**config.mk**
```make
export PLATFORM = sky130hd
export DESIGN_NAME = tagged_frame_receiver
export DESIGN_NICKNAME = d
export VERILOG_FILES = /design/src/hw/rtl/tfr_pkg.sv /design/src/hw/rtl/tagged_frame_receiver.sv /design/src/hw/rtl/tfr_cell.sv /design/src/hw/rtl/tfr_slot.sv
export SDC_FILE = /design/constraint.sdc
export NUM_CORES = 1
export LEC_CHECK = 0
export BUFFER_PORTS_ARGS = -buffer_cell sky130_fd_sc_hd__buf_2
export CAP_MARGIN = 5
export CORE_UTILIZATION = 51
export DETAILED_ROUTE_END_ITERATION = 8
export PLACE_DENSITY = 0.75
export SLEW_MARGIN = 20
export SYNTH_ARGS = -nofsm -noshare
export SYNTH_HDL_FRONTEND = slang
export SYNTH_SLANG_ARGS = --single-unit
```
**constraint.sdc**
```tcl
create_clock -name clk -period 3.1 [get_ports clk]
set_clock_uncertainty 0.1 [all_clocks]
set_input_delay 0.155 -clock clk [delete_from_list [all_inputs] [get_ports clk]]
set_output_delay 0.155 -clock clk [all_outputs]
set_load 0.05 [all_outputs]
```
**src/hw/rtl/tfr_pkg.sv**
```systemverilog
// ----------------------------------------------------------------------------
// tfr_pkg
// Shared types and byte codes of the tagged frame receiver.
// ----------------------------------------------------------------------------
package tfr_pkg;

	typedef logic [7:0] byte_t;
	typedef logic signed [15:0] value_t;

	localparam byte_t HDR_BYTE = 8'hD8;
	localparam byte_t TRL_BYTE = 8'hEE;
	localparam byte_t TAG_BASE = 8'hB0;
	localparam int SLOT_COUNT = 4;

	// byte distance between the tags of neighboring slots; value bytes follow each tag
	localparam int SLOT_STRIDE = 3;

endpackage

```
**src/hw/rtl/tagged_frame_receiver.sv**
```systemverilog
// ----------------------------------------------------------------------------
// tagged_frame_receiver
// Gathers fixed-length frames byte by byte and decodes four tagged slots.
// ----------------------------------------------------------------------------
// One byte is taken per cycle. Bytes run down a row of byte cells; when the
// last byte of a frame arrives, the frame body sits in the row and the four
// slots are decoded in that same cycle, so a result is ready in the cycle
// after the transfer of the trailer byte. A frame starts only on a 0xD8 byte;
// any other first byte is dropped. Each completed frame gives one result with
// frame_ok set when the trailer is 0xEE. Only the final byte of a frame can
// stall, and only while the previous result is still waiting to be taken.
module tagged_frame_receiver #(
	parameter int FRAME_LEN = 14
) (
	input  logic                  clk,
	input  logic                  arst_n,
	input  logic                  in_valid,
	output logic                  in_ready,
	input  logic [7:0]            rx_byte,
	output logic                  out_valid,
	input  logic                  out_ready,
	output logic                  frame_ok,
	output logic signed [15:0]    left_count,
	output logic signed [15:0]    right_count,
	output logic signed [15:0]    error_value,
	output logic signed [15:0]    control_value
);

	localparam int PosW = $clog2(FRAME_LEN);
	localparam int NumCells = FRAME_LEN - 2;
	localparam logic [PosW-1:0] LastPos = PosW'(FRAME_LEN - 1);

	logic [PosW-1:0] pos_q;
	logic            out_valid_q;
	logic            frame_ok_q;
	logic            last_byte;
	logic            take;
	logic            done;

	tfr_pkg::byte_t  chain [NumCells];
	tfr_pkg::value_t held  [tfr_pkg::SLOT_COUNT];

	assign last_byte = (pos_q == LastPos);
	assign in_ready  = !(last_byte && out_valid_q && !out_ready);
	assign take      = in_valid && in_ready;
	assign done      = take && last_byte;

	always_ff @(posedge clk or negedge arst_n) begin
		if (!arst_n) begin
			pos_q <= '0;
		end else if (take) begin
			if (last_byte) begin
				pos_q <= '0;
			end else if ((pos_q == '0) && (rx_byte != tfr_pkg::HDR_BYTE)) begin
				pos_q <= '0;
			end else begin
				pos_q <= pos_q + PosW'(1);
			end
		end
	end

	always_ff @(posedge clk or negedge arst_n) begin
		if (!arst_n) begin
			out_valid_q <= 1'b0;
			frame_ok_q  <= 1'b0;
		end else if (done) begin
			out_valid_q <= 1'b1;
			frame_ok_q  <= (rx_byte == tfr_pkg::TRL_BYTE);
		end else if (out_ready) begin
			out_valid_q <= 1'b0;
		end
	end

	// newest byte in cell 0; frame position p sits in cell FRAME_LEN-2-p
	genvar gi;
	generate
		for (gi = 0; gi < NumCells; gi++) begin : g_cell
			if (gi == 0) begin : g_head
				tfr_cell u_cell (
					.clk     (clk),
					.shift   (take),
					.byte_in (rx_byte),
					.byte_out(chain[gi])
				);
			end else begin : g_body
				tfr_cell u_cell (
					.clk     (clk),
					.shift   (take),
					.byte_in (chain[gi-1]),
					.byte_out(chain[gi])
				);
			end
		end

		for (gi = 0; gi < tfr_pkg::SLOT_COUNT; gi++) begin : g_slot
			localparam int TagPos = 1 + tfr_pkg::SLOT_STRIDE * gi;
			tfr_slot #(
				.SlotIdx(gi)
			) u_slot (
				.clk   (clk),
				.arst_n(arst_n),
				.update(done && (rx_byte == tfr_pkg::TRL_BYTE)),
				.tag   (chain[FRAME_LEN - 2 - TagPos]),
				.hi    (chain[FRAME_LEN - 3 - TagPos]),
				.lo    (chain[FRAME_LEN - 4 - TagPos]),
				.held  (held[gi])
			);
		end
	endgenerate

	assign out_valid     = out_valid_q;
	assign frame_ok      = frame_ok_q;
	assign left_count    = held[0];
	assign right_count   = held[1];
	assign error_value   = held[2];
	assign control_value = held[3];

endmodule

```
**src/hw/rtl/tfr_cell.sv**
```systemverilog
// ----------------------------------------------------------------------------
// tfr_cell
// One byte cell of the frame shift line; takes its neighbor's byte on shift.
// ----------------------------------------------------------------------------
module tfr_cell (
	input  logic           clk,
	input  logic           shift,
	input  tfr_pkg::byte_t byte_in,
	output tfr_pkg::byte_t byte_out
);

	tfr_pkg::byte_t data_q;

	always_ff @(posedge clk) begin
		if (shift) begin
			data_q <= byte_in;
		end
	end

	assign byte_out = data_q;

endmodule

```
**src/hw/rtl/tfr_slot.sv**
```systemverilog
// ----------------------------------------------------------------------------
// tfr_slot
// Tagged value slot: loads a big-endian 16-bit value when its tag matches.
// ----------------------------------------------------------------------------
module tfr_slot #(
	parameter int SlotIdx = 0
) (
	input  logic            clk,
	input  logic            arst_n,
	input  logic            update,
	input  tfr_pkg::byte_t  tag,
	input  tfr_pkg::byte_t  hi,
	input  tfr_pkg::byte_t  lo,
	output tfr_pkg::value_t held
);

	localparam tfr_pkg::byte_t SlotTag = tfr_pkg::byte_t'(tfr_pkg::TAG_BASE + SlotIdx);

	tfr_pkg::value_t held_q;

	always_ff @(posedge clk or negedge arst_n) begin
		if (!arst_n) begin
			held_q <= '0;
		end else if (update && (tag == SlotTag)) begin
			held_q <= tfr_pkg::value_t'({hi, lo});
		end
	end

	assign held = held_q;

endmodule
```
# Yosys cells after proc, flatten, opt, wreduce, memory -nomap -nowiden

Index checks and enable logic that the tools add are counted.

Divide/modulo/power cells: 0
Add/subtract/negate cells: 1
Reduce and logical (&&, ||, !) cells: 14
Muxes and demuxes: 4
Shifts and indexed selects: 0
$lt $le $gt $ge: 0
Equality and inequality tests: 7
Bitwise operators: 0
Multipliers: 0

Operators with widths:

| cell                  | number |
|---|---|
| $eq A8 B8 Y1 const B  | 5 |
| $logic_and A1 B1 Y1   | 10 |
| $mux W4               | 2 |
| $ne A8 B8 Y1 const B  | 1 |
| $add A4 B1 Y4 const B | 1 |
| $eq A4 B4 Y1 const B  | 1 |
| $logic_not A4 Y1      | 1 |
| $logic_not A1 Y1      | 2 |
| $mux W1               | 2 |
| $reduce_bool A2 Y1    | 1 |

Output and inout port bits: 67
Memories kept: 0
Memory bits (writable): 0
Input port bits: 12
Latch bits: 0
Memory bits (read-only): 0
Bits in registers: 166

# Longest topological paths before layout

Depth after elaboration: 8
Mapped depth: 8

# Hierarchy

A second synthesis with hierarchy kept.

Cell total of the unflattened synthesis: 284
Area total of the unflattened synthesis: 5,880.6 µm²

By module, submodules not included:

| module                           | area each (µm²) | cells an instance | instances | sequential area each (µm²) |
|---|---|---|---|---|
| tfr_cell                         | 240.2           | 8                 | 12        | 240.2 |
| tfr_slot at g_slot[1].u_slot ... | 644.4           | 36                | 2         | 400.4 |
| tfr_slot at g_slot[0].u_slot     | 668.1           | 37                | 1         | 400.4 |
| tfr_slot at g_slot[3].u_slot     | 641.9           | 36                | 1         | 400.4 |
| tagged_frame_receiver            | 399.1           | 43                | 1         | 150.1 |

# Worst setup path after synthesis

Ideal clock, no wire load.

Path kind: register to register
Start point: reg pos_q[1]
End point: reg g_cell[0].g_head.u_cell.data_q[0] (enable)
Slack: -0.251 ns
Required time: 2.549 ns
Stages on the path, launching flop included: 6
Library setup time: 0.451 ns
Arrival time: 2.800 ns
Path through: dfrtp_1 -> inv_1 -> ha_1 -> nand3_1 -> o21ai_0 -> inv_1

Word-level cells in the longest chain between the ends: 5

Ends and longest elaborated chain:

| element                                 | line                        | RTL |
|---|---|---|
| start, declared                         | tagged_frame_receiver.sv:33 | `logic [PosW-1:0] pos_q;` |
| start signal, assigned                  | tagged_frame_receiver.sv:57 | `pos_q <= pos_q + PosW'(1);` |
| $eq A4 B4 Y1                            | tagged_frame_receiver.sv:43 | `assign last_byte = (pos_q == LastPos);` |
| $logic_and A1 B1 Y1 (2 in series)       | tagged_frame_receiver.sv:44 | `assign in_ready = !(last_byte && out_valid_q && !out_ready);` |
| $logic_not A1 Y1                        | tagged_frame_receiver.sv:44 |  |
| $logic_and A1 B1 Y1                     | tagged_frame_receiver.sv:45 | `assign take = in_valid && in_ready;` |
| named net g_cell[0].g_head.u_cell.shift | tfr_cell.sv:7               | `input logic shift,` |
| end signal, assigned                    | tfr_cell.sv:16              | `data_q <= byte_in;` |
| end, declared                           | tfr_cell.sv:12              | `tfr_pkg::byte_t data_q;` |

The timed path passes the listed nets, and every way through them passes these cells.
A chain may end at the register's enable or synchronous reset.

# Worst setup path after layout

Start point: reg pos_q[1]
End point: reg g_slot[0].u_slot.held_q[1]

Word-level cells in the longest chain between the ends: 8

Ends and longest elaborated chain:

| element                           | line                         | RTL |
|---|---|---|
| $eq A4 B4 Y1 *                    | tagged_frame_receiver.sv:43  |  |
| $logic_and A1 B1 Y1 (2 in series) | tagged_frame_receiver.sv:44  |  |
| $logic_not A1 Y1                  | tagged_frame_receiver.sv:44  |  |
| $logic_and A1 B1 Y1               | tagged_frame_receiver.sv:45  |  |
| $logic_and A1 B1 Y1 *             | tagged_frame_receiver.sv:46  | `assign done = take && last_byte;` |
| $logic_and A1 B1 Y1 *             | tagged_frame_receiver.sv:102 | `.update(done && (rx_byte == tfr_pkg::TRL_BYTE)),` |
| $logic_and A1 B1 Y1 *             | tfr_slot.sv:24               | `end else if (update && (tag == SlotTag)) begin` |
| end signal, assigned              | tfr_slot.sv:25               | `held_q <= tfr_pkg::value_t'({hi, lo});` |
| end, declared                     | tfr_slot.sv:19               | `tfr_pkg::value_t held_q;` |

Mark *: on every way between the ends. The rest lies on a longest branch, timed or not.

==> results.cfg <==
[critical_path]
cp-start-kind = flip-flop
setup.worst_path.end_class = flip-flop
path_class = flip-flop to flip-flop
worstPathBufferInverterCount = 2
required_ns = 3.31
worstPathMaxFanout = 16
slowest_delay_ns = 0.53
crit_family = simple AND/OR/NAND/NOR gates
crit_slowest_cell = nor4b_4
crit_arrival_ns = 2.85
crit_chain = inv_1, ha_1, nand4_2, nor4b_4, and3_1, buf_4, mux2_2

[clock_tree]
h-tree-depth = 4
path_clk_slew_ns = 0.06
ctsResizeCount = 0
post_cts_buffers = 0
clock_latency_ns = 0.43
cts_buffers = 17
tritoncts = yes
cts_root_buf = clkbuf_16
clk_path_buf_depth = 2
clkSinkCount = 166

[synthesis]
synthAdderAreaFrac_pct = 0.6336
ys_warn_count = 0
synthesis.area_sq_mm = 0.005924
avgSynthCellArea_sq_um = 20.93
yosysSeqAreaShare_pct = 78.23
synth_area_leaders = edfxtp_1 49%, dfrtp_1 30%, mux2_4 7.6%, mux2_2 6.5%, buf_12 1.0%
netlist_top_cells_count = 96 x edfxtp_1, 70 x dfrtp_1, 34 x mux2_2
synth_top_family_by_area = multiplexers
yosysTopAreaCellShare_pct = 48.66
async_flop_share_pct = 42.17
synth_cell_types = 27
synth_xor_area_share_pct = 0
synth-seq-cells = 166
syn-num-nets = 298
yosys.area_share.simple_pct = 4.013
synth_compound_area_share_pct = 1.035
synth-edff-count = 96
synth.most_common_cell = edfxtp_1
synth_ff_type = edfxtp_1
synth_top_cell_by_area = edfxtp_1
synth_mux_area_share_pct = 14.07
syn-instance-count = 283

[layout]
antenna_cells = 0
area.growth.synth_to_final_pct = 21.20
final_nets = 406
multi_input_area_sq_mm = 0.001170
fill_cells = 764
layoutNonFillerInstCount = 544
drive_gt1_share_pct = 45.79
ff_latch_area_sq_mm = 0.004634

[sta]
drv_slew = 0
whs_ns = 0.2659
fin_crit_ns = 2.639
timing.fmax_ghz = 0.3789
hold_violations = 0
tightest_slew_ns = 0.8387
fin_crit_sh_pct = 85.13
setup_viol = 0
fin_setup_tns_ns = 0
relSlewSlack_pct = 44.09
grt_setup_unrepaired = no

[floorplan]
die_y_microns = 109.8
die_area_sq_mm = 0.01205
core_area_sq_mm = 0.01108
start_util_pct = 53.48
rows = 38
die_w_microns = 109.8
pin_count = 79

[place]
dpl.cell_count = 501
io_buffers = 78
hpwl_microns = 6156
gp_congestion = 0.7807

[power_and_ir_drop]
leakagePower_nw = 3.231
power_mw = 4.818
ir_drop_mv = 0.5394
powerDensity_mw_per_mm2 = 671.0

[global_routing]
grt_pass1_vias = 3006
grt_pass1_wl_microns = 15180
grt_max_degree = 48
grt.overflow.total = 0
antenna_found_initial = 0
grt_usage_pct = 17.92

[routing]
vias_per_cell = 5.204
wl_microns = 9623
drc = 0
wl_per_cell_microns = 17.69
drt_iter0_drc = 138
vias = 2831
ant_nets = 0
dr.pass1.iters = 4

[run]
maxCapViolCount = 0

[run_status]
status = finished, final reports clean

[worst_hold_path]
hold_class = input port to asynchronous set/reset pin
-- routing by layer --
layer	GRT usage [%]	up-vias	routed length, microns
met5	0	-	0
met3	8.536	11	720
met1	20.16	1427	3899
met4	7.048	0	114
li1	-	1294	-
met2	29.42	99	4887
-- cell usage in the layout (no fill, tap or decap), types with 2 or more instances in the layout --
cell,count
and3_1,3
buf_12,3
buf_2,78
buf_4,4
bufinv_16,2
clkbuf_16,17
clkinv_2,2
clkinv_4,3
clkinvlp_4,3
dfrtp_1,70
dlygate4sd3_1,11
edfxtp_1,96
ha_1,3
inv_1,3
inv_6,5
mux2_2,34
mux2_4,30
nand2_1,3
nand2b_1,3
nand3_1,4
nand4b_1,2
nor4b_1,2
nor4bb_1,6
o21ai_0,3
o31ai_1,2
-- through the flow --
| step | util (%) | worst slack [ns] | instance area (sq um) |
|---|---|---|---|
| final | 64.82 | 0.4611 | 7181 |
| after global routing | 64.82 | 0.3428 | 7181 |
| after CTS | 64.82 | 0.4652 | 7181 |
| after floorplan | - | 0.02923 | 5928 |
| after global placement | 58.48 | 0.6723 | 6479 |
| after detailed placement | 58.48 | 0.4944 | 6479 |
-- state kept, by name, indices dropped and copies added (netlist names) --
register and count:
frame_ok 1, out_valid 1, g_cell.g_head.u_cell.byte_out 8, pos_q 4
g_slot.u_slot.held 64, g_cell.g_body.u_cell.byte_out 88
-- worst register-to-register path: cells and delay by family, from the launching register on --
family	cells	cell delay [ns]
simple gates	3	0.95
buf+inv	2	0.42
flops	1	0.40
mux	1	0.38
fa+ha+maj	1	0.28
-- cell families after synthesis --
logic type                 count (synthesis)
buffers and inverters                     11
DFF                                      166
AOI/OAI and AO/OA                         10
muxes                                     64
and+or+nand+nor                           29
adders and majority gates                  3
-- worst paths after layout --
| path | startpoint | end | slack (ns) | depth (start not counted) |
|---|---|---|---|---|
| min in group clk | g_cell[8].g_body.u_cell.byte_out[7] | g_cell[9].g_body.u_cell.byte_out[7] | 0.34 | 0 |
| worst max-delay path | pos_q[1] | g_slot[0].u_slot.held[1] | 0.46 | 7 |
| worst max register to register | pos_q[1] | g_slot[0].u_slot.held[1] | 0.46 | 7 |
| max in group asynchronous | arst_n | g_slot[3].u_slot.held[4] | 1.94 | 3 |
| worst min register to register | g_cell[8].g_body.u_cell.byte_out[7] | g_cell[9].g_body.u_cell.byte_out[7] | 0.34 | 0 |
| worst min-delay path | arst_n | g_slot[0].u_slot.held[12] | 0.27 | 2 |
-- repair_timing --
action / 4_1_cts / 5_1_grt
endpoints found under the hold margin: 46 / 0
setup endpoints to repair: 0 / 0
hold buffers: 11 / 0
-- power by group --
group	internal, mW	total (mW)	switching (mW)
logic	0.0741	0.197	0.123
clock network	1.20	2.09	0.889
registers	2.46	2.53	0.0710
total	3.74	4.82	1.08
-- cell type report --
type | count | share of cell area [%]
flip-flops and latches | 166 | 64.54
multi-input cells | 106 | 16.29
repair buffers | 96 | 8.224
clock buffers | 17 | 5.924
well taps | 140 | 2.439
clock inverters | 15 | 2.317
inverters | 4 | 0.2614
Power figures use the tool's default switching activity.
